==> src/rtl/rtti_pkg.sv <==
// ----------------------------------------------------------------------------
// Radix text-to-integer package
// Shared widths, parse phases, status codes and character classes.
// ----------------------------------------------------------------------------
package rtti_pkg;

  localparam int unsigned ValueBits   = 64;
  localparam int unsigned CountBits   = 16;
  localparam int unsigned CharBits    = 8;
  localparam int unsigned BaseBits    = 6;
  localparam int unsigned DigitBits   = 6;
  localparam int unsigned StatusBits  = 2;
  localparam int unsigned OutDataBits = 88;
  localparam int unsigned OutPadBits  = OutDataBits - ValueBits - CountBits - StatusBits;
  localparam int unsigned QueueDepth  = 2;
  localparam int unsigned QPtrBits    = $clog2(QueueDepth);
  localparam int unsigned QCntBits    = $clog2(QueueDepth + 1);

  localparam logic RegNumberBase = 1'b0;
  localparam logic RegSignedMode = 1'b1;

  localparam logic [BaseBits-1:0] BaseAuto  = BaseBits'(0);
  localparam logic [BaseBits-1:0] BaseOct   = BaseBits'(8);
  localparam logic [BaseBits-1:0] BaseDec   = BaseBits'(10);
  localparam logic [BaseBits-1:0] BaseHex   = BaseBits'(16);
  localparam logic [BaseBits-1:0] BaseMin   = BaseBits'(2);
  localparam logic [BaseBits-1:0] BaseMax   = BaseBits'(36);

  typedef enum logic [2:0] {
    PH_SPACE,
    PH_SIGN,
    PH_ZERO,
    PH_ZERO_X,
    PH_DIGITS,
    PH_DONE
  } phase_e;

  typedef enum logic [StatusBits-1:0] {
    ST_OK,
    ST_NO_DIGITS,
    ST_RANGE,
    ST_BAD_BASE
  } status_e;

  typedef struct packed {
    logic                 is_nul;
    logic                 is_space;
    logic                 is_sign;
    logic                 is_minus;
    logic                 is_x;
    logic                 is_zero;
    logic                 digit_ok;
    logic [DigitBits-1:0] digit;
  } char_class_t;

endpackage

==> src/rtl/rtti_front.sv <==
// ----------------------------------------------------------------------------
// Radix text-to-integer front end
// Accepts text bytes, classifies each one and holds it in an output register.
// ----------------------------------------------------------------------------
module rtti_front (
  input  logic                             clk_i,
  input  logic                             rst_ni,
  input  logic                             valid_i,
  output logic                             ready_o,
  input  logic [rtti_pkg::CharBits-1:0]    char_i,
  output logic                             valid_o,
  input  logic                             ready_i,
  output rtti_pkg::char_class_t            class_o
);

  logic                  valid_q, valid_d;
  rtti_pkg::char_class_t class_q, class_d;
  logic                  load;

  always_comb begin
    class_d          = '0;
    class_d.is_nul   = (char_i == 8'h00);
    class_d.is_space = (char_i == 8'h20) || (char_i >= 8'h09 && char_i <= 8'h0D);
    class_d.is_sign  = (char_i == 8'h2B) || (char_i == 8'h2D);
    class_d.is_minus = (char_i == 8'h2D);
    class_d.is_x     = (char_i == 8'h78) || (char_i == 8'h58);
    class_d.is_zero  = (char_i == 8'h30);
    if (char_i >= 8'h30 && char_i <= 8'h39) begin
      class_d.digit_ok = 1'b1;
      class_d.digit    = rtti_pkg::DigitBits'(char_i - 8'h30);
    end else if (char_i >= 8'h61 && char_i <= 8'h7A) begin
      class_d.digit_ok = 1'b1;
      class_d.digit    = rtti_pkg::DigitBits'(char_i - 8'h57);
    end else if (char_i >= 8'h41 && char_i <= 8'h5A) begin
      class_d.digit_ok = 1'b1;
      class_d.digit    = rtti_pkg::DigitBits'(char_i - 8'h37);
    end
  end

  assign ready_o = !valid_q || ready_i;
  assign load    = valid_i && ready_o;
  assign valid_d = load || (valid_q && !ready_i);

  always_ff @(posedge clk_i or negedge rst_ni) begin
    if (!rst_ni) begin
      valid_q <= 1'b0;
    end else begin
      valid_q <= valid_d;
    end
  end

  always_ff @(posedge clk_i) begin
    if (load) begin
      class_q <= class_d;
    end
  end

  assign valid_o = valid_q;
  assign class_o = class_q;

endmodule

==> src/rtl/rtti_queue.sv <==
// ----------------------------------------------------------------------------
// Radix text-to-integer queue
// Short first-in first-out buffer of classified characters.
// ----------------------------------------------------------------------------
module rtti_queue (
  input  logic                  clk_i,
  input  logic                  rst_ni,
  input  logic                  valid_i,
  output logic                  ready_o,
  input  rtti_pkg::char_class_t class_i,
  output logic                  valid_o,
  input  logic                  ready_i,
  output rtti_pkg::char_class_t class_o
);

  rtti_pkg::char_class_t            mem_q [rtti_pkg::QueueDepth];
  logic [rtti_pkg::QPtrBits-1:0]    wr_ptr_q, wr_ptr_d, rd_ptr_q, rd_ptr_d;
  logic [rtti_pkg::QCntBits-1:0]    count_q, count_d;
  logic                             push, pop;

  localparam logic [rtti_pkg::QPtrBits-1:0] PtrLast = rtti_pkg::QPtrBits'(rtti_pkg::QueueDepth - 1);
  localparam logic [rtti_pkg::QCntBits-1:0] CntFull = rtti_pkg::QCntBits'(rtti_pkg::QueueDepth);

  assign ready_o = (count_q != CntFull);
  assign valid_o = (count_q != '0);
  assign push    = valid_i && ready_o;
  assign pop     = valid_o && ready_i;
  assign class_o = mem_q[rd_ptr_q];

  always_comb begin
    wr_ptr_d = wr_ptr_q;
    rd_ptr_d = rd_ptr_q;
    count_d  = count_q;
    if (push) begin
      wr_ptr_d = (wr_ptr_q == PtrLast) ? '0 : wr_ptr_q + 1'b1;
    end
    if (pop) begin
      rd_ptr_d = (rd_ptr_q == PtrLast) ? '0 : rd_ptr_q + 1'b1;
    end
    if (push && !pop) begin
      count_d = count_q + 1'b1;
    end else if (pop && !push) begin
      count_d = count_q - 1'b1;
    end
  end

  always_ff @(posedge clk_i or negedge rst_ni) begin
    if (!rst_ni) begin
      wr_ptr_q <= '0;
      rd_ptr_q <= '0;
      count_q  <= '0;
    end else begin
      wr_ptr_q <= wr_ptr_d;
      rd_ptr_q <= rd_ptr_d;
      count_q  <= count_d;
    end
  end

  always_ff @(posedge clk_i) begin
    if (push) begin
      mem_q[wr_ptr_q] <= class_i;
    end
  end

endmodule

==> src/rtl/rtti_back.sv <==
// ----------------------------------------------------------------------------
// Radix text-to-integer back end
// Runs the parse phases, accumulates digits and registers the final result.
// ----------------------------------------------------------------------------
module rtti_back (
  input  logic                              clk_i,
  input  logic                              rst_ni,
  input  logic [rtti_pkg::BaseBits-1:0]     number_base_i,
  input  logic                              signed_mode_i,
  input  logic                              valid_i,
  output logic                              ready_o,
  input  rtti_pkg::char_class_t             class_i,
  output logic                              valid_o,
  input  logic                              ready_i,
  output logic [rtti_pkg::ValueBits-1:0]    value_o,
  output logic [rtti_pkg::CountBits-1:0]    end_position_o,
  output rtti_pkg::status_e                 status_o
);

  localparam int unsigned ProdBits = rtti_pkg::ValueBits + rtti_pkg::BaseBits;
  localparam logic [rtti_pkg::ValueBits-1:0] SMin = {1'b1, {(rtti_pkg::ValueBits-1){1'b0}}};
  localparam logic [rtti_pkg::CountBits-1:0] PosMax = '1;

  rtti_pkg::phase_e                  phase_q, phase_d, first_next;
  logic                              neg_q, neg_d;
  logic [rtti_pkg::BaseBits-1:0]     base_q, base_d;
  logic [rtti_pkg::ValueBits-1:0]    acc_q, acc_d;
  logic                              ovf_q, ovf_d;
  logic                              seen_q, seen_d;
  logic [rtti_pkg::CountBits-1:0]    pos_q, pos_d, stop_q, stop_d, next_pos;

  logic                              out_valid_q, out_valid_d;
  logic [rtti_pkg::ValueBits-1:0]    value_q, value_d;
  logic [rtti_pkg::CountBits-1:0]    endp_q, endp_d;
  rtti_pkg::status_e                 status_q, status_d;

  logic                              pop, take_char, take_nul;
  logic                              base_ok, first, first_zero, take_sign, try_step, digit_hit;
  logic [rtti_pkg::BaseBits-1:0]     step_base;
  logic [ProdBits-1:0]               prod;
  logic [rtti_pkg::ValueBits-1:0]    neg_acc;

  assign ready_o   = !class_i.is_nul || !out_valid_q || ready_i;
  assign pop       = valid_i && ready_o;
  assign take_char = pop && !class_i.is_nul;
  assign take_nul  = pop && class_i.is_nul;

  assign base_ok    = (number_base_i == rtti_pkg::BaseAuto) ||
                      (number_base_i >= rtti_pkg::BaseMin && number_base_i <= rtti_pkg::BaseMax);
  assign first      = (phase_q == rtti_pkg::PH_SPACE && !class_i.is_space && !class_i.is_sign) ||
                      (phase_q == rtti_pkg::PH_SIGN);
  assign take_sign  = (phase_q == rtti_pkg::PH_SPACE) && !class_i.is_space && class_i.is_sign;
  assign first_zero = first && base_ok && class_i.is_zero &&
                      (number_base_i == rtti_pkg::BaseAuto || number_base_i == rtti_pkg::BaseHex);
  assign next_pos   = (pos_q == PosMax) ? PosMax : pos_q + 1'b1;

  always_comb begin
    priority if (first) begin
      step_base = (number_base_i == rtti_pkg::BaseAuto) ? rtti_pkg::BaseDec : number_base_i;
    end else if (phase_q == rtti_pkg::PH_ZERO_X) begin
      step_base = rtti_pkg::BaseHex;
    end else begin
      step_base = base_q;
    end
  end

  assign try_step  = (first && base_ok && !first_zero) ||
                     (phase_q == rtti_pkg::PH_ZERO && !class_i.is_x) ||
                     (phase_q == rtti_pkg::PH_ZERO_X) ||
                     (phase_q == rtti_pkg::PH_DIGITS);
  assign digit_hit = try_step && class_i.digit_ok &&
                     (rtti_pkg::BaseBits'(class_i.digit) < step_base);
  assign prod      = ProdBits'(acc_q) * ProdBits'(step_base) + ProdBits'(class_i.digit);
  assign neg_acc   = '0 - acc_q;

  always_comb begin
    priority if (!base_ok) begin
      first_next = rtti_pkg::PH_DONE;
    end else if (first_zero) begin
      first_next = rtti_pkg::PH_ZERO;
    end else if (digit_hit) begin
      first_next = rtti_pkg::PH_DIGITS;
    end else begin
      first_next = rtti_pkg::PH_DONE;
    end
  end

  always_comb begin
    phase_d = phase_q;
    if (take_nul) begin
      phase_d = rtti_pkg::PH_SPACE;
    end else if (take_char) begin
      unique case (phase_q)
        rtti_pkg::PH_SPACE: begin
          if (class_i.is_space) begin
            phase_d = rtti_pkg::PH_SPACE;
          end else if (class_i.is_sign) begin
            phase_d = rtti_pkg::PH_SIGN;
          end else begin
            phase_d = first_next;
          end
        end
        rtti_pkg::PH_SIGN: begin
          phase_d = first_next;
        end
        rtti_pkg::PH_ZERO: begin
          if (class_i.is_x) begin
            phase_d = rtti_pkg::PH_ZERO_X;
          end else begin
            phase_d = digit_hit ? rtti_pkg::PH_DIGITS : rtti_pkg::PH_DONE;
          end
        end
        rtti_pkg::PH_ZERO_X, rtti_pkg::PH_DIGITS: begin
          phase_d = digit_hit ? rtti_pkg::PH_DIGITS : rtti_pkg::PH_DONE;
        end
        rtti_pkg::PH_DONE: begin
          phase_d = rtti_pkg::PH_DONE;
        end
        default: begin
          phase_d = rtti_pkg::PH_DONE;
        end
      endcase
    end
  end

  always_comb begin
    neg_d  = neg_q;
    base_d = base_q;
    acc_d  = acc_q;
    ovf_d  = ovf_q;
    seen_d = seen_q;
    pos_d  = pos_q;
    stop_d = stop_q;
    if (take_nul) begin
      neg_d  = 1'b0;
      base_d = '0;
      acc_d  = '0;
      ovf_d  = 1'b0;
      seen_d = 1'b0;
      pos_d  = '0;
      stop_d = '0;
    end else if (take_char) begin
      pos_d = next_pos;
      if (take_sign) begin
        neg_d = class_i.is_minus;
      end
      if (first && base_ok) begin
        if (first_zero) begin
          base_d = (number_base_i == rtti_pkg::BaseAuto) ? rtti_pkg::BaseOct : rtti_pkg::BaseHex;
        end else begin
          base_d = step_base;
        end
      end
      if (first_zero) begin
        seen_d = 1'b1;
        stop_d = next_pos;
      end
      if (digit_hit) begin
        base_d = step_base;
        acc_d  = prod[rtti_pkg::ValueBits-1:0];
        ovf_d  = ovf_q || (|prod[ProdBits-1:rtti_pkg::ValueBits]);
        seen_d = 1'b1;
        stop_d = next_pos;
      end
    end
  end

  always_comb begin
    value_d  = '0;
    endp_d   = stop_q;
    status_d = rtti_pkg::ST_OK;
    priority if (!base_ok) begin
      endp_d   = '0;
      status_d = rtti_pkg::ST_BAD_BASE;
    end else if (!seen_q) begin
      endp_d   = '0;
      status_d = rtti_pkg::ST_NO_DIGITS;
    end else if (!signed_mode_i) begin
      if (ovf_q) begin
        value_d  = '1;
        status_d = rtti_pkg::ST_RANGE;
      end else begin
        value_d = neg_q ? neg_acc : acc_q;
      end
    end else if (ovf_q || acc_q[rtti_pkg::ValueBits-1]) begin
      if (neg_q && !ovf_q && acc_q == SMin) begin
        value_d = SMin;
      end else begin
        value_d  = neg_q ? SMin : SMin - 1'b1;
        status_d = rtti_pkg::ST_RANGE;
      end
    end else begin
      value_d = neg_q ? neg_acc : acc_q;
    end
  end

  assign out_valid_d = take_nul || (out_valid_q && !ready_i);

  always_ff @(posedge clk_i or negedge rst_ni) begin
    if (!rst_ni) begin
      phase_q     <= rtti_pkg::PH_SPACE;
      neg_q       <= 1'b0;
      base_q      <= '0;
      acc_q       <= '0;
      ovf_q       <= 1'b0;
      seen_q      <= 1'b0;
      pos_q       <= '0;
      stop_q      <= '0;
      out_valid_q <= 1'b0;
    end else begin
      phase_q     <= phase_d;
      neg_q       <= neg_d;
      base_q      <= base_d;
      acc_q       <= acc_d;
      ovf_q       <= ovf_d;
      seen_q      <= seen_d;
      pos_q       <= pos_d;
      stop_q      <= stop_d;
      out_valid_q <= out_valid_d;
    end
  end

  always_ff @(posedge clk_i) begin
    if (take_nul) begin
      value_q  <= value_d;
      endp_q   <= endp_d;
      status_q <= status_d;
    end
  end

  assign valid_o        = out_valid_q;
  assign value_o        = value_q;
  assign end_position_o = endp_q;
  assign status_o       = status_q;

endmodule

==> src/rtl/radix_text_to_integer_unit.sv <==
// ----------------------------------------------------------------------------
// Radix text-to-integer unit
// Streams NUL-terminated text and returns the converted integer on the NUL.
// ----------------------------------------------------------------------------
// Throughput: one character per cycle, except that a NUL waits while an earlier result is held by the receiver.
// After the terminating NUL transfer it passes the classify register, the queue
//   and the accumulator step with result register before the result is valid.
// The digit step is one 64 x 6 multiply-add per cycle in the back end.
// Reset: asynchronous, active low; clears parse state, queue pointers, valid flags and configuration registers.
module radix_text_to_integer_unit (
  input  logic                                  clk_i,
  input  logic                                  rst_ni,
  input  logic                                  s_axis_tvalid,
  output logic                                  s_axis_tready,
  input  logic [rtti_pkg::CharBits-1:0]         s_axis_tdata,  // [7:0] character
  output logic                                  m_axis_tvalid,
  input  logic                                  m_axis_tready,
  output logic [rtti_pkg::OutDataBits-1:0]      m_axis_tdata,  // [63:0] value,
                                                               // [79:64] end_position,
                                                               // [81:80] status
  input  logic                                  cfg_valid_i,
  output logic                                  cfg_ready_o,
  input  logic                                  cfg_index_i,
  input  logic [rtti_pkg::BaseBits-1:0]         cfg_data_i
);

  logic [rtti_pkg::BaseBits-1:0]   number_base_q, number_base_d;
  logic                            signed_mode_q, signed_mode_d;

  logic                            fr_valid, fr_ready, q_valid, q_ready;
  rtti_pkg::char_class_t           fr_class, q_class;
  logic [rtti_pkg::ValueBits-1:0]  value;
  logic [rtti_pkg::CountBits-1:0]  end_position;
  rtti_pkg::status_e               status;

  assign cfg_ready_o = 1'b1;

  always_comb begin
    number_base_d = number_base_q;
    signed_mode_d = signed_mode_q;
    if (cfg_valid_i && cfg_ready_o) begin
      if (cfg_index_i == rtti_pkg::RegSignedMode) begin
        signed_mode_d = cfg_data_i[0];
      end else begin
        number_base_d = cfg_data_i;
      end
    end
  end

  always_ff @(posedge clk_i or negedge rst_ni) begin
    if (!rst_ni) begin
      number_base_q <= '0;
      signed_mode_q <= 1'b0;
    end else begin
      number_base_q <= number_base_d;
      signed_mode_q <= signed_mode_d;
    end
  end

  rtti_front u_front (
    .clk_i   (clk_i),
    .rst_ni  (rst_ni),
    .valid_i (s_axis_tvalid),
    .ready_o (s_axis_tready),
    .char_i  (s_axis_tdata),
    .valid_o (fr_valid),
    .ready_i (fr_ready),
    .class_o (fr_class)
  );

  rtti_queue u_queue (
    .clk_i   (clk_i),
    .rst_ni  (rst_ni),
    .valid_i (fr_valid),
    .ready_o (fr_ready),
    .class_i (fr_class),
    .valid_o (q_valid),
    .ready_i (q_ready),
    .class_o (q_class)
  );

  rtti_back u_back (
    .clk_i          (clk_i),
    .rst_ni         (rst_ni),
    .number_base_i  (number_base_q),
    .signed_mode_i  (signed_mode_q),
    .valid_i        (q_valid),
    .ready_o        (q_ready),
    .class_i        (q_class),
    .valid_o        (m_axis_tvalid),
    .ready_i        (m_axis_tready),
    .value_o        (value),
    .end_position_o (end_position),
    .status_o       (status)
  );

  assign m_axis_tdata = {{rtti_pkg::OutPadBits{1'b0}}, status, end_position, value};

  a_bad_base_zero : assert property (@(posedge clk_i) disable iff (!rst_ni)
    (m_axis_tvalid && status == rtti_pkg::ST_BAD_BASE) |-> (value == '0 && end_position == '0))
    else $error("invalid base result not cleared");

  a_no_digits_zero : assert property (@(posedge clk_i) disable iff (!rst_ni)
    (m_axis_tvalid && status == rtti_pkg::ST_NO_DIGITS) |-> (value == '0 && end_position == '0))
    else $error("no-digit result not cleared");

  a_ok_has_position : assert property (@(posedge clk_i) disable iff (!rst_ni)
    (m_axis_tvalid && (status == rtti_pkg::ST_OK || status == rtti_pkg::ST_RANGE))
      |-> (end_position != '0))
    else $error("converted result without end position");

endmodule

==> config.mk <==
export PLATFORM = sky130hd
export DESIGN_NAME = radix_text_to_integer_unit
export DESIGN_NICKNAME = d
export VERILOG_FILES = /design/src/rtl/rtti_pkg.sv /design/src/rtl/rtti_front.sv /design/src/rtl/rtti_queue.sv /design/src/rtl/rtti_back.sv /design/src/rtl/radix_text_to_integer_unit.sv
export SDC_FILE = /design/constraint.sdc
export NUM_CORES = 1
export LEC_CHECK = 0
export BUFFER_PORTS_ARGS = -buffer_cell sky130_fd_sc_hd__buf_2
export CAP_MARGIN = 20
export CELL_PAD_IN_SITES_DETAIL_PLACEMENT = 1
export CELL_PAD_IN_SITES_GLOBAL_PLACEMENT = 1
export CORE_MARGIN = 4
export CORE_UTILIZATION = 48
export CTS_CLUSTER_DIAMETER = 60
export DETAILED_ROUTE_END_ITERATION = 7
export GPL_ROUTABILITY_DRIVEN = 1
export MAX_ROUTING_LAYER = met4
export PLACE_DENSITY = 0.79
export SLEW_MARGIN = 5
export SYNTH_ARGS = -nofsm -noshare
export SYNTH_HDL_FRONTEND = slang
export SYNTH_SLANG_ARGS = --single-unit
==> constraint.sdc <==
create_clock -name clk_i -period 7.9 [get_ports clk_i]
set_clock_uncertainty 0.15 [all_clocks]
set_input_delay 1.58 -clock clk_i [delete_from_list [all_inputs] [get_ports clk_i]]
set_output_delay 1.58 -clock clk_i [all_outputs]
set_load 0.005 [all_outputs]
# After elaboration in Yosys (flattened, before gate mapping)
# Memory sizes are Yosys's and may differ from the RTL's.
# Index checks and enable logic that the tools add are counted.
# classes
n_addsub	10
multipliers	1
n_mux	58
order_cmp	11
n_eq_ne	14
n_reduce_logical	74
bitwise	1
# op_table
operator	n
64-bit 2-to-1 mux	9
16-bit 2-to-1 mux	7
70-bit by 6-bit adder with 70-bit output	1
64-bit by 6-bit multiplier with 70-bit output	1
64-bit equality test, second input constant	1
1-bit by 64-bit subtractor with 64-bit output, first input constant	1
6-bit 2-to-1 mux	10
8-bit by 6-bit equality test with 1-bit output, second input constant	4
1-bit logical AND	26
3-bit 2-to-1 mux	7
16-bit by 1-bit adder with 16-bit output, second input constant	1
16-bit equality test, second input constant	1
8-bit by 7-bit equality test with 1-bit output, second input constant	2
8-bit by 7-bit greater-or-equal comparator with 1-bit output, second input constant	2
8-bit by 7-bit less-or-equal comparator with 1-bit output, second input constant	2
1-bit logical OR	16
1-bit 2-to-1 mux	15
2-bit 2-to-1 mux	7
2-bit AND reduction	7
1-bit zero test	12
3-bit one-hot mux with 4 select lines	1
6-bit subtractor, second input constant	2
2-bit nonzero test	5
8-bit by 4-bit greater-or-equal comparator with 1-bit output, second input constant	1
other kinds (24)	28
# totals
ff_bits	216
word_cells	197
mem_bits_rw	26
mem_count	1
output_inout_bits	91
inputBits	20
# mem_list
memory	words	word_bits	rd	rd_ports_with_merged_regs	wr	line	text
u_queue.mem_q	2	13	1	0	1	rtti_queue.sv:16	rtti_pkg::char_class_t mem_q [rtti_pkg::QueueDepth];

# Longest topological paths before layout
# Gate-level depths: netlist (run 1).
# An unclocked memory read counts as a cell.
# depth
depth_word	23
mapped_depth	27
ltp_nobuf	25

# Modules after synthesis
# Synthesis (run 1) repeated with hierarchy kept, for this count alone.
# hier_totals
cells_unflattened	2519
area_unflattened_um2	24627.4
# by_module_without_submodules
mod	seq_area_each_um2	area_per_inst_um2	cells_each	instances
rtti_back	5190.0	22122.5	2340	1
rtti_queue	880.8	1144.8	58	1
rtti_front	415.4	994.7	95	1
radix_text_to_integer_unit	175.2	365.4	26	1

# Worst setup path after synthesis (run 1)
# Ideal clock, no wire load.
# synth_timing
kind	reg2reg
start	reg u_queue.rd_ptr_q
end	reg u_back.ovf_q
stages_incl_launch_ff	26
required_ns	7.455
setup_slack_ns	1.072
setup_time_ns	0.295
arrival_ns	6.383
cell_sequence	dfrtp_1 clkbuf_1 mux2i_1 a32oi_1 a22oi_1 clkbuf_1 clkbuf_1 nand2b_1 fa_1 fa_1 inv_1 fa_1 inv_1 fa_1 inv_1 ha_1 o211a_1 nor2_1 a21oi_1 a211oi_1 o31ai_1 a31oi_1 o31ai_1 xor2_1 nor4_1 a311oi_1
# synth_between
elab_chain_cells	17
elab_cells_between_ends	36
# synth_lines
item	line	text
from (decl)	rtti_queue.sv:17	logic [rtti_pkg::QPtrBits-1:0] wr_ptr_q, wr_ptr_d, rd_ptr_q, rd_ptr_d;
from (signal assigned)	rtti_queue.sv:54	rd_ptr_q <= rd_ptr_d;
memory 2 x 13 bit *	n/a	
branches (longest 16 deep; another with 64-bit by 6-bit multiplier with 70-bit output)	n/a	
to (signal assigned)	rtti_back.sv:215	ovf_q <= ovf_d;
to (decl)	rtti_back.sv:28	logic ovf_q, ovf_d;
# Every way passes the cells marked *. The select of a mux whose other input is x is not followed.
# A chain may end at the register's enable or synchronous reset.

# Worst setup path in the final report (run 1)
# layout_timing
start	reg u_back.phase_q[2]
end	reg u_back.ovf_q
# layout_between
elab_chain_cells	16
elab_cells_between_ends	31
# layout_lines
item	line	text
from (decl)	rtti_back.sv:24	rtti_pkg::phase_e phase_q, phase_d, first_next;
from (signal assigned)	rtti_back.sv:201	phase_q <= rtti_pkg::PH_SPACE;
from (signal assigned)	rtti_back.sv:211	phase_q <= phase_d;
branches (longest 16 deep; another with 64-bit by 6-bit multiplier with 70-bit output)	n/a	
# Several ways; the timed one is not identified. The select of a mux whose other input is x is not followed.

==> results of run 1 <==
cells in the mapped netlist (7+ instances only):
cell	number
a211o_1	8
a211oi_1	9
a21o_1	41
a21oi_1	182
a22o_1	33
a31oi_1	16
and2_1	127
and3_1	29
and4_1	7
buf_1	16
buf_4	8
clkbuf_1	169
dfrtp_1	121
edfxtp_1	121
fa_1	252
ha_1	164
inv_1	79
mux2_2	13
mux2i_1	13
nand2_1	189
nand2b_1	28
nand3_1	21
nand4_1	26
nor2_1	84
nor2b_1	243
nor3_1	21
nor4_1	14
o211ai_1	11
o21a_1	15
o21ai_0	103
o21bai_1	7
o22a_1	7
o31ai_1	65
o41ai_1	7
or2_2	12
or3_1	13
xnor2_1	56
xor2_1	81
flip-flops by register name, indices dropped and copies added, names as in the netlist, 2 cells and up:
signal and cells:
number_base_q 6, u_back.acc_q 64, u_back.base_q 6, u_back.end_position_o 16, u_back.phase_q 3, u_back.pos_q 16
u_back.status_o 2, u_back.stop_q 16, u_back.value_o 64, u_front.class_o 13, u_queue.count_q 2, u_queue.mem_q 26
worst reg2reg max path: cells and delay by family (launching register included):
kind | cells | cell delay, ns
AOI/OAI and AO/OA | 10 | 3.13
xor gates and xnor gates | 1 | 0.17
adders and majority gates | 5 | 2.29
buffers and inverters | 2 | 0.55
DFF | 1 | 0.51
and+or+nand+nor | 3 | 0.59
stage by stage:
stage / total power (W) / cells / area, sq um
CTS: 0.00975 / 3172 / 26600
detailed placement: 0.00804 / 3106 / 25400
floorplan: 0.00609 / 2495 / 24500
global route: 0.0105 / 3176 / 26700
finish: 0.00975 / 3179 / 26700
global placement: 0.00775 / 3105 / 25400
cells by family after synthesis:
family / share of synthesized area [%]
fa+ha+maj: 29.0
mux: 1.13
xor+xnor: 4.91
buf+inv: 4.39
simple gates: 18.7
other cells: 0.0307
flops: 27.2
compound gates: 14.6
where the power goes:
part           leakage [nW]  internal [W]  total, W  switching [W]
clock network         0.578      0.000943   0.00164       0.000701
logic                  8.93       0.00208   0.00579        0.00371
registers              2.80       0.00185   0.00231       0.000467
worst min-delay path by stage:
stage                        from  slack, ns                   to  depth (start not counted)
2_1_floorplan  u_front.class_o[0]       0.27  u_queue.mem_q[0][0]                          0
3_3_place_gp   u_front.class_o[2]       0.28  u_queue.mem_q[0][2]                          0
3_5_place_dp   u_front.class_o[9]       0.29  u_queue.mem_q[1][9]                          0
4_1_cts        u_front.class_o[8]       0.30  u_queue.mem_q[1][8]                          0
5_1_grt        u_front.class_o[6]       0.31  u_queue.mem_q[1][6]                          0
6_report       u_front.class_o[8]       0.30  u_queue.mem_q[1][8]                          0
routing by layer:
| metal | up-vias | global-route usage (%) | routed length (microns) |
|---|---|---|---|
| met3 | 162 | 4.17 | 3830 |
| met5 | - | - | 0 |
| met2 | 475 | 46.7 | 36300 |
| met1 | 9798 | 35.1 | 30100 |
| li1 | 8551 | - | - |
| met4 | 0 | 9.23 | 2420 |
area by class of cell:
class                           count  area [sq um]  share of cell area [%]
Antenna cell                        5          12.5                  0.0469
Clock buffer                       42           923                    3.46
Clock inverter                     24           295                    1.11
Inverter                           82           310                    1.16
Multi-Input combinational cell   1977         16800                    63.0
Sequential cell                   242          6660                    25.0
Tap cell                          672           841                    3.15
Timing Repair Buffer              135           818                    3.07
==> metrics.md, run 1 <==
| Metric | Value |
|---|---|
| Clock tree root driver cell | clkbuf_16 |
| Post-place setup slack | 0.220 ns |
| Average instance area after synthesis | 9.82 sq um |
| Dominant cells by area after synthesis | fa_1, edfxtp_1, dfrtp_1, ha_1, nor2b_1 |
| Final hold violations | 0 |
| Initial DRC Count | 1244 |
| Worst hold path type | register to register |
| Total Routing Usage GR | 28.0% |
| Kind of cell adding the most delay to the critical path | compound AO/OA/AOI/OAI gates |
| Maximum number of pins on one net before global-route repair | 124 |
| Overflow left after global routing | 0 |
| Total of warnings raised by yosys | 0 |
| Number of standard-cell rows in the floorplan | 82 |
| Fill cell instance count of the final layout | 5560 |
| Worst reg2reg path depth | 21 |
| Std-Cell Core Area | 50300 sq um |
| DIE HEIGHT | 234 microns |
| First drt pass iteration count | 5 |
| Capture point of the worst reg-to-reg path | u_back.ovf_q |
| Setup TNS | 0 ns |
| Total I/O pin count | 111 |
| Placed wire-length estimate after detailed placement | 54.1 mm |
| Slew of the pin with the lowest slew margin | 0.953 ns |
| Tcrit/Tclk final | 95.6% |
| Final worst slack | 0.346 ns |
| Reg2Reg Setup Slack | 0.35 ns |
| Clock period minus worst slack | 7.55 ns |
| Source of the worst register-to-register timing path | u_back.phase_q[2] |
| Critical Path Source | u_back.phase_q[2] |
| Wire length of the first global-routing pass | 117 mm |
| Via count of the first global-routing pass | 21057 |
| Count of unique library cells instantiated by Yosys | 76 |
| Flip-flop and latch count after synthesis | 242 |
| Startpoint kind of the worst setup timing path | register |
| RSZ-0062 raised after global routing | no |
| Initial core utilization | 48.6% |
| Worst vdd ir | 0.000289 V |
| # port buffers | 103 |
| Post-CTS Hold Buffers | 0 |
| Routability congestion estimate | 0.932 |
| Timing-limited maximum frequency | 0.132 GHz |
| Critical Path, Cell by Cell | nor3_1 > a32oi_1 > a22oi_2 > buf_4 > buf_4 > and2_1 > fa_1 > fa_1 > fa_1 > ha_1 > ha_1 > a21oi_1 > o21ai_0 > a221oi_1 > o221ai_1 > a221o_1 > a31oi_1 > o31ai_1 > xor2_1 > nor4_1 > a311oi_1 |
| Ratio of routed vias to standard cells | 5.97 |
| Post-CTS Setup Inserts | 0 |
| Setup violations, final | 0 |
| Critical path data required time | 8.15 ns |
| Post-synth EDFFs | 121 |
| CTS H-tree depth | 2 |
| Average wire per cell in the routed design | 22.8 microns |
| Crit end category | register |
| DIE WIDTH | 234 microns |
| Synthesized netlist cell count | 2490 |
| Combined buffer and inverter count along the critical path | 2 |
| Hold Worst Slack | 0.297 ns |
| Status | complete, no violations |
| CTS tree | done |
| Count of final max-slew check failures | 0 |
| Clock Tree Buf Depth | 3 |
| Post-synth design cell area | 24500 sq um |
| Final net count | 2910 |
| Capturing instance or port of the critical path | u_back.ovf_q |
| Standard cell with the maximum stage delay on the critical path | a32oi_1 |
| Most area-hungry cell type in the Yosys netlist | fa_1 |
| Share of final-layout standard cells stronger than drive strength 1 | 9.91% |
| Commonest cells after routing, fill and taps aside | fa_1, nor2b_1, nand2_1 |
| PwrDens | 365 nW/um^2 |
| Startpoint-to-endpoint class of the critical path | register to register |
| Peak per-stage delay on the critical path | 0.79 ns |
| Vias post-DR | 18986 |
| CTS clk-pin slew, worst paths | 0.06 ns |
| Top fanout value on the critical path | 26 |
| Relative slew slack | 36.0% |
| Max cap viols | 0 |
| Area share of the largest cell type after synthesis | 20.6% |
| Initial antenna violation count | 2 |
| P&R area growth vs syn | 9.13% |
| Number of buffers added by the clock tree synthesis step | 36 |
| CTS Sinks | 242 |
| FFs w/ async S/R, synth | 50.0% |
| Total wirelength of the detailed-routed design | 72.6 mm |
| Number of nets with antenna violations after detailed routing | 0 |
| Clk_lat worst skew | 0.57 ns |
| Resize count post-CTS | 0 |
| Die Footprint | 54600 sq um |
| Most common cell after layout, fill and taps aside | fa_1 |
| Arr. time, crit path | 7.81 ns |
| DRC violations left | 0 |
| Instance count on the critical path | 21 |
| Top flip-flop cell by instance count after synthesis | edfxtp_1 |
| Most common cell on crit path | fa_1 |
| Leakage component of the power | 12.3 nW |
| Final core occ | 53.1% |
| Register area share after synthesis | 27.2% |
(Power assumes the default switching activity.)
==> run 2, diff against run 1 <==
--- a/config.mk
+++ b/config.mk
@@ -11,6 +11,7 @@
 export CELL_PAD_IN_SITES_GLOBAL_PLACEMENT = 1
 export CORE_MARGIN = 4
 export CORE_UTILIZATION = 48
+export CTS_BUF_LIST = sky130_fd_sc_hd__clkbuf_8
 export CTS_CLUSTER_DIAMETER = 60
 export DETAILED_ROUTE_END_ITERATION = 7
 export GPL_ROUTABILITY_DRIVEN = 1
==> run 2 against run 1 <==
  * Die area unchanged
  * Combinational power about the same
  * Cell count increased by 0.66%
  * Worst hold slack got worse by 0.0028 ns
  * Utilization decreased by 0.10 points
  * Fmax increased by 0.76%
  * Register-to-register slack improved by 0.06 ns
  * Final area decreased by 0.19%
  * Sequential power about the same
  * Non-clock buffer count unchanged
  * Critical path type unchanged
  * Sequential cell count unchanged
  * First-iteration DRC count decreased by 6.3%
==> metrics.md, run 2 (same netlist as run 1, synthesis figures left out) <==
| Metric | Value |
|---|---|
| Status | complete, no violations |
| CTS clk-pin slew, worst paths | 0.06 ns (about the same) |
| Global routing usage on met2 | 46.6% (-0.10 points) |
| Met1 global-route usage | 35.0% (-0.085 points) |
| Post-detailed-placement cell area | 25400 sq um (unchanged) |
| Average wire per cell in the routed design | 22.9 microns (about the same) |
| Total I/O pin count | 111 (unchanged) |
| Top fanout value on the critical path | 26 (unchanged) |
| GRT busiest layer | met2 |
| Clock tree root driver cell | clkbuf_8 |
| Maximum number of pins on one net before global-route repair | 124 (unchanged) |
| First drt pass iteration count | 5 (unchanged) |
| Most common cell after layout, fill and taps aside | fa_1 |
| Number of standard-cell rows in the floorplan | 82 (unchanged) |
| Routability congestion estimate | 0.932 (unchanged) |
| # port buffers | 103 (unchanged) |
| Clock period minus worst slack | 7.50 ns (-0.0571 ns) |
| DIE HEIGHT | 234 microns (unchanged) |
| Std-Cell Core Area | 50300 sq um (unchanged) |
| Startpoint kind of the worst setup timing path | register |
| Overflow left after global routing | 0 (unchanged) |
| Number of cells after detailed placement | 3106 (unchanged) |
| Total wirelength of the detailed-routed design | 73.2 mm (+0.75%) |
| Critical path data required time | 8.25 ns (+0.10 ns) |
| P&R area growth vs syn | 8.92% |
| Post-route cell area | 26600 sq um (-0.19%) |
| Arr. time, crit path | 7.84 ns (+0.03 ns) |
| Ratio of routed vias to standard cells | 5.97 (about the same) |
| Via count of the first global-routing pass | 21281 (+1.1%) |
| Final hold violations | 0 (unchanged) |
| Share of final-layout standard cells stronger than drive strength 1 | 10.3% (+0.43 points) |
| Resize count post-CTS | 0 (unchanged) |
| Die Footprint | 54600 sq um (unchanged) |
| Post-CTS Setup Inserts | 0 (unchanged) |
| Number of buffers added by the clock tree synthesis step | 47 (+31%) |
| Slew of the pin with the lowest slew margin | 0.969 ns (+0.0156 ns) |
| DIE WIDTH | 234 microns (unchanged) |
| Final Total Pwr | 0.00973 W (-0.22%) |
| Startpoint-to-endpoint class of the critical path | register to register |
| Setup violations, final | 0 (unchanged) |
| Tcrit/Tclk final | 94.9% (-0.72 points) |
| DRC violations left | 0 (unchanged) |
| Commonest cells after routing, fill and taps aside | fa_1, nor2b_1, nand2_1 |
| Worst hold path stage count | 0 (unchanged) |
| CTS Sinks | 242 (unchanged) |
| Timing-limited maximum frequency | 0.133 GHz (+0.76%) |
| Routing usage on met3 | 4.71% (+0.54 points) |
| CTS tree | done |
| Relative slew slack | 34.9% (-1.0 points) |
| Placed wire-length estimate after detailed placement | 54.1 mm (unchanged) |
| Wire length of the first global-routing pass | 118 mm (+0.61%) |
| Initial DRC Count | 1166 (-6.3%) |
| PwrDens | 365 nW/um^2 (about the same) |
| Total Routing Usage GR | 28.1% (+0.15 points) |
| Worst hold path type | register to register |
| Crit end category | register |
| Post-CTS Hold Buffers | 0 (unchanged) |
| Vias post-DR | 19109 (+0.65%) |
| Worst reg2reg path depth | 21 (unchanged) |
| Initial core utilization | 48.6% (unchanged) |
| Final net count | 2921 (+0.38%) |
| Number of nets with antenna violations after detailed routing | 0 (unchanged) |
| CTS H-tree depth | 2 (unchanged) |
| Clk_lat worst skew | 0.66 ns (+0.09 ns) |
| Leakage component of the power | 12.4 nW (+0.35%) |
| Clock Tree Buf Depth | 3 (unchanged) |
| Initial antenna violation count | 4 (+2) |
| Worst vdd ir | 0.000298 V (+3.3%) |
| Non-filler cells, final | 3200 (+0.66%) |
| Count of final max-slew check failures | 0 (unchanged) |
| Max cap viols | 0 (unchanged) |
==> run 2: per-stage QoR <==
stage | hold WS [ns] | util (%) | setup WS, ns | TNS (ns)
finish | 0.294 | 53.0 | 0.403 | 0
global route | 0.309 | 53.0 | -0.00127 | -0.00127
CTS | 0.298 | 52.9 | 0.193 | 0
detailed placement | 0.285 | 50.6 | 0.220 | 0
global placement | 0.275 | 50.5 | 0.473 | 0
floorplan | 0.271 | - | 1.07 | 0
==> run 2: power by group <==
group          leakage (nW)  switching, W  total, W  internal, W
Sequential             2.80      0.000469   0.00232      0.00185
Clock                 0.621      0.000655   0.00160     0.000947
Combinational          8.93       0.00372   0.00581      0.00209
==> run 2: final cells by class <==
type | count | area, sq um
diodes | 4 | 10.0
clock buffers | 48 | 661
clock inverters | 40 | 505
fillers | 5601 | 23600
inverters | 82 | 310
multi-input cells | 1977 | 16800
flip-flops and latches | 242 | 6660
well taps | 672 | 841
repair buffers | 135 | 815
==> run 2: worst paths after layout <==
check	start	endpoint	slack, ns
worst min register to register	u_front.class_o[8]	u_queue.mem_q[1][8]	0.29
min in group asynchronous	rst_ni	u_back.acc_q[20]	0.77
worst max-delay path	u_back.phase_q[0]	u_back.ovf_q	0.40
max in group asynchronous	rst_ni	u_back.neg_q	5.44
worst max register to register	u_back.phase_q[0]	u_back.ovf_q	0.40
worst min-delay path	u_front.class_o[8]	u_queue.mem_q[1][8]	0.29
==> run 2: worst max-delay path: stages, from the launching register on <==
cell	delay, ns
dfrtp_1	0.47
nor3_1	0.40
a32oi_2	0.34
a22oi_2	0.25
buf_4	0.31
buf_4	0.34
and2_1	0.21
fa_1	0.49
fa_1	0.53
fa_1	0.49
ha_1	0.31
ha_1	0.43
a21oi_1	0.27
o21ai_0	0.20
a221oi_1	0.35
o221ai_1	0.22
a221o_1	0.39
a31oi_1	0.42
o31ai_1	0.20
xor2_1	0.17
nor4_1	0.25
a311oi_1	0.14
==> run 2: per-layer routing <==
metal,wire length [microns],share of wire [%]
met1,30600,42
met2,36100,49
met3,3720,5.1
met4,2740,3.7
met5,0,0
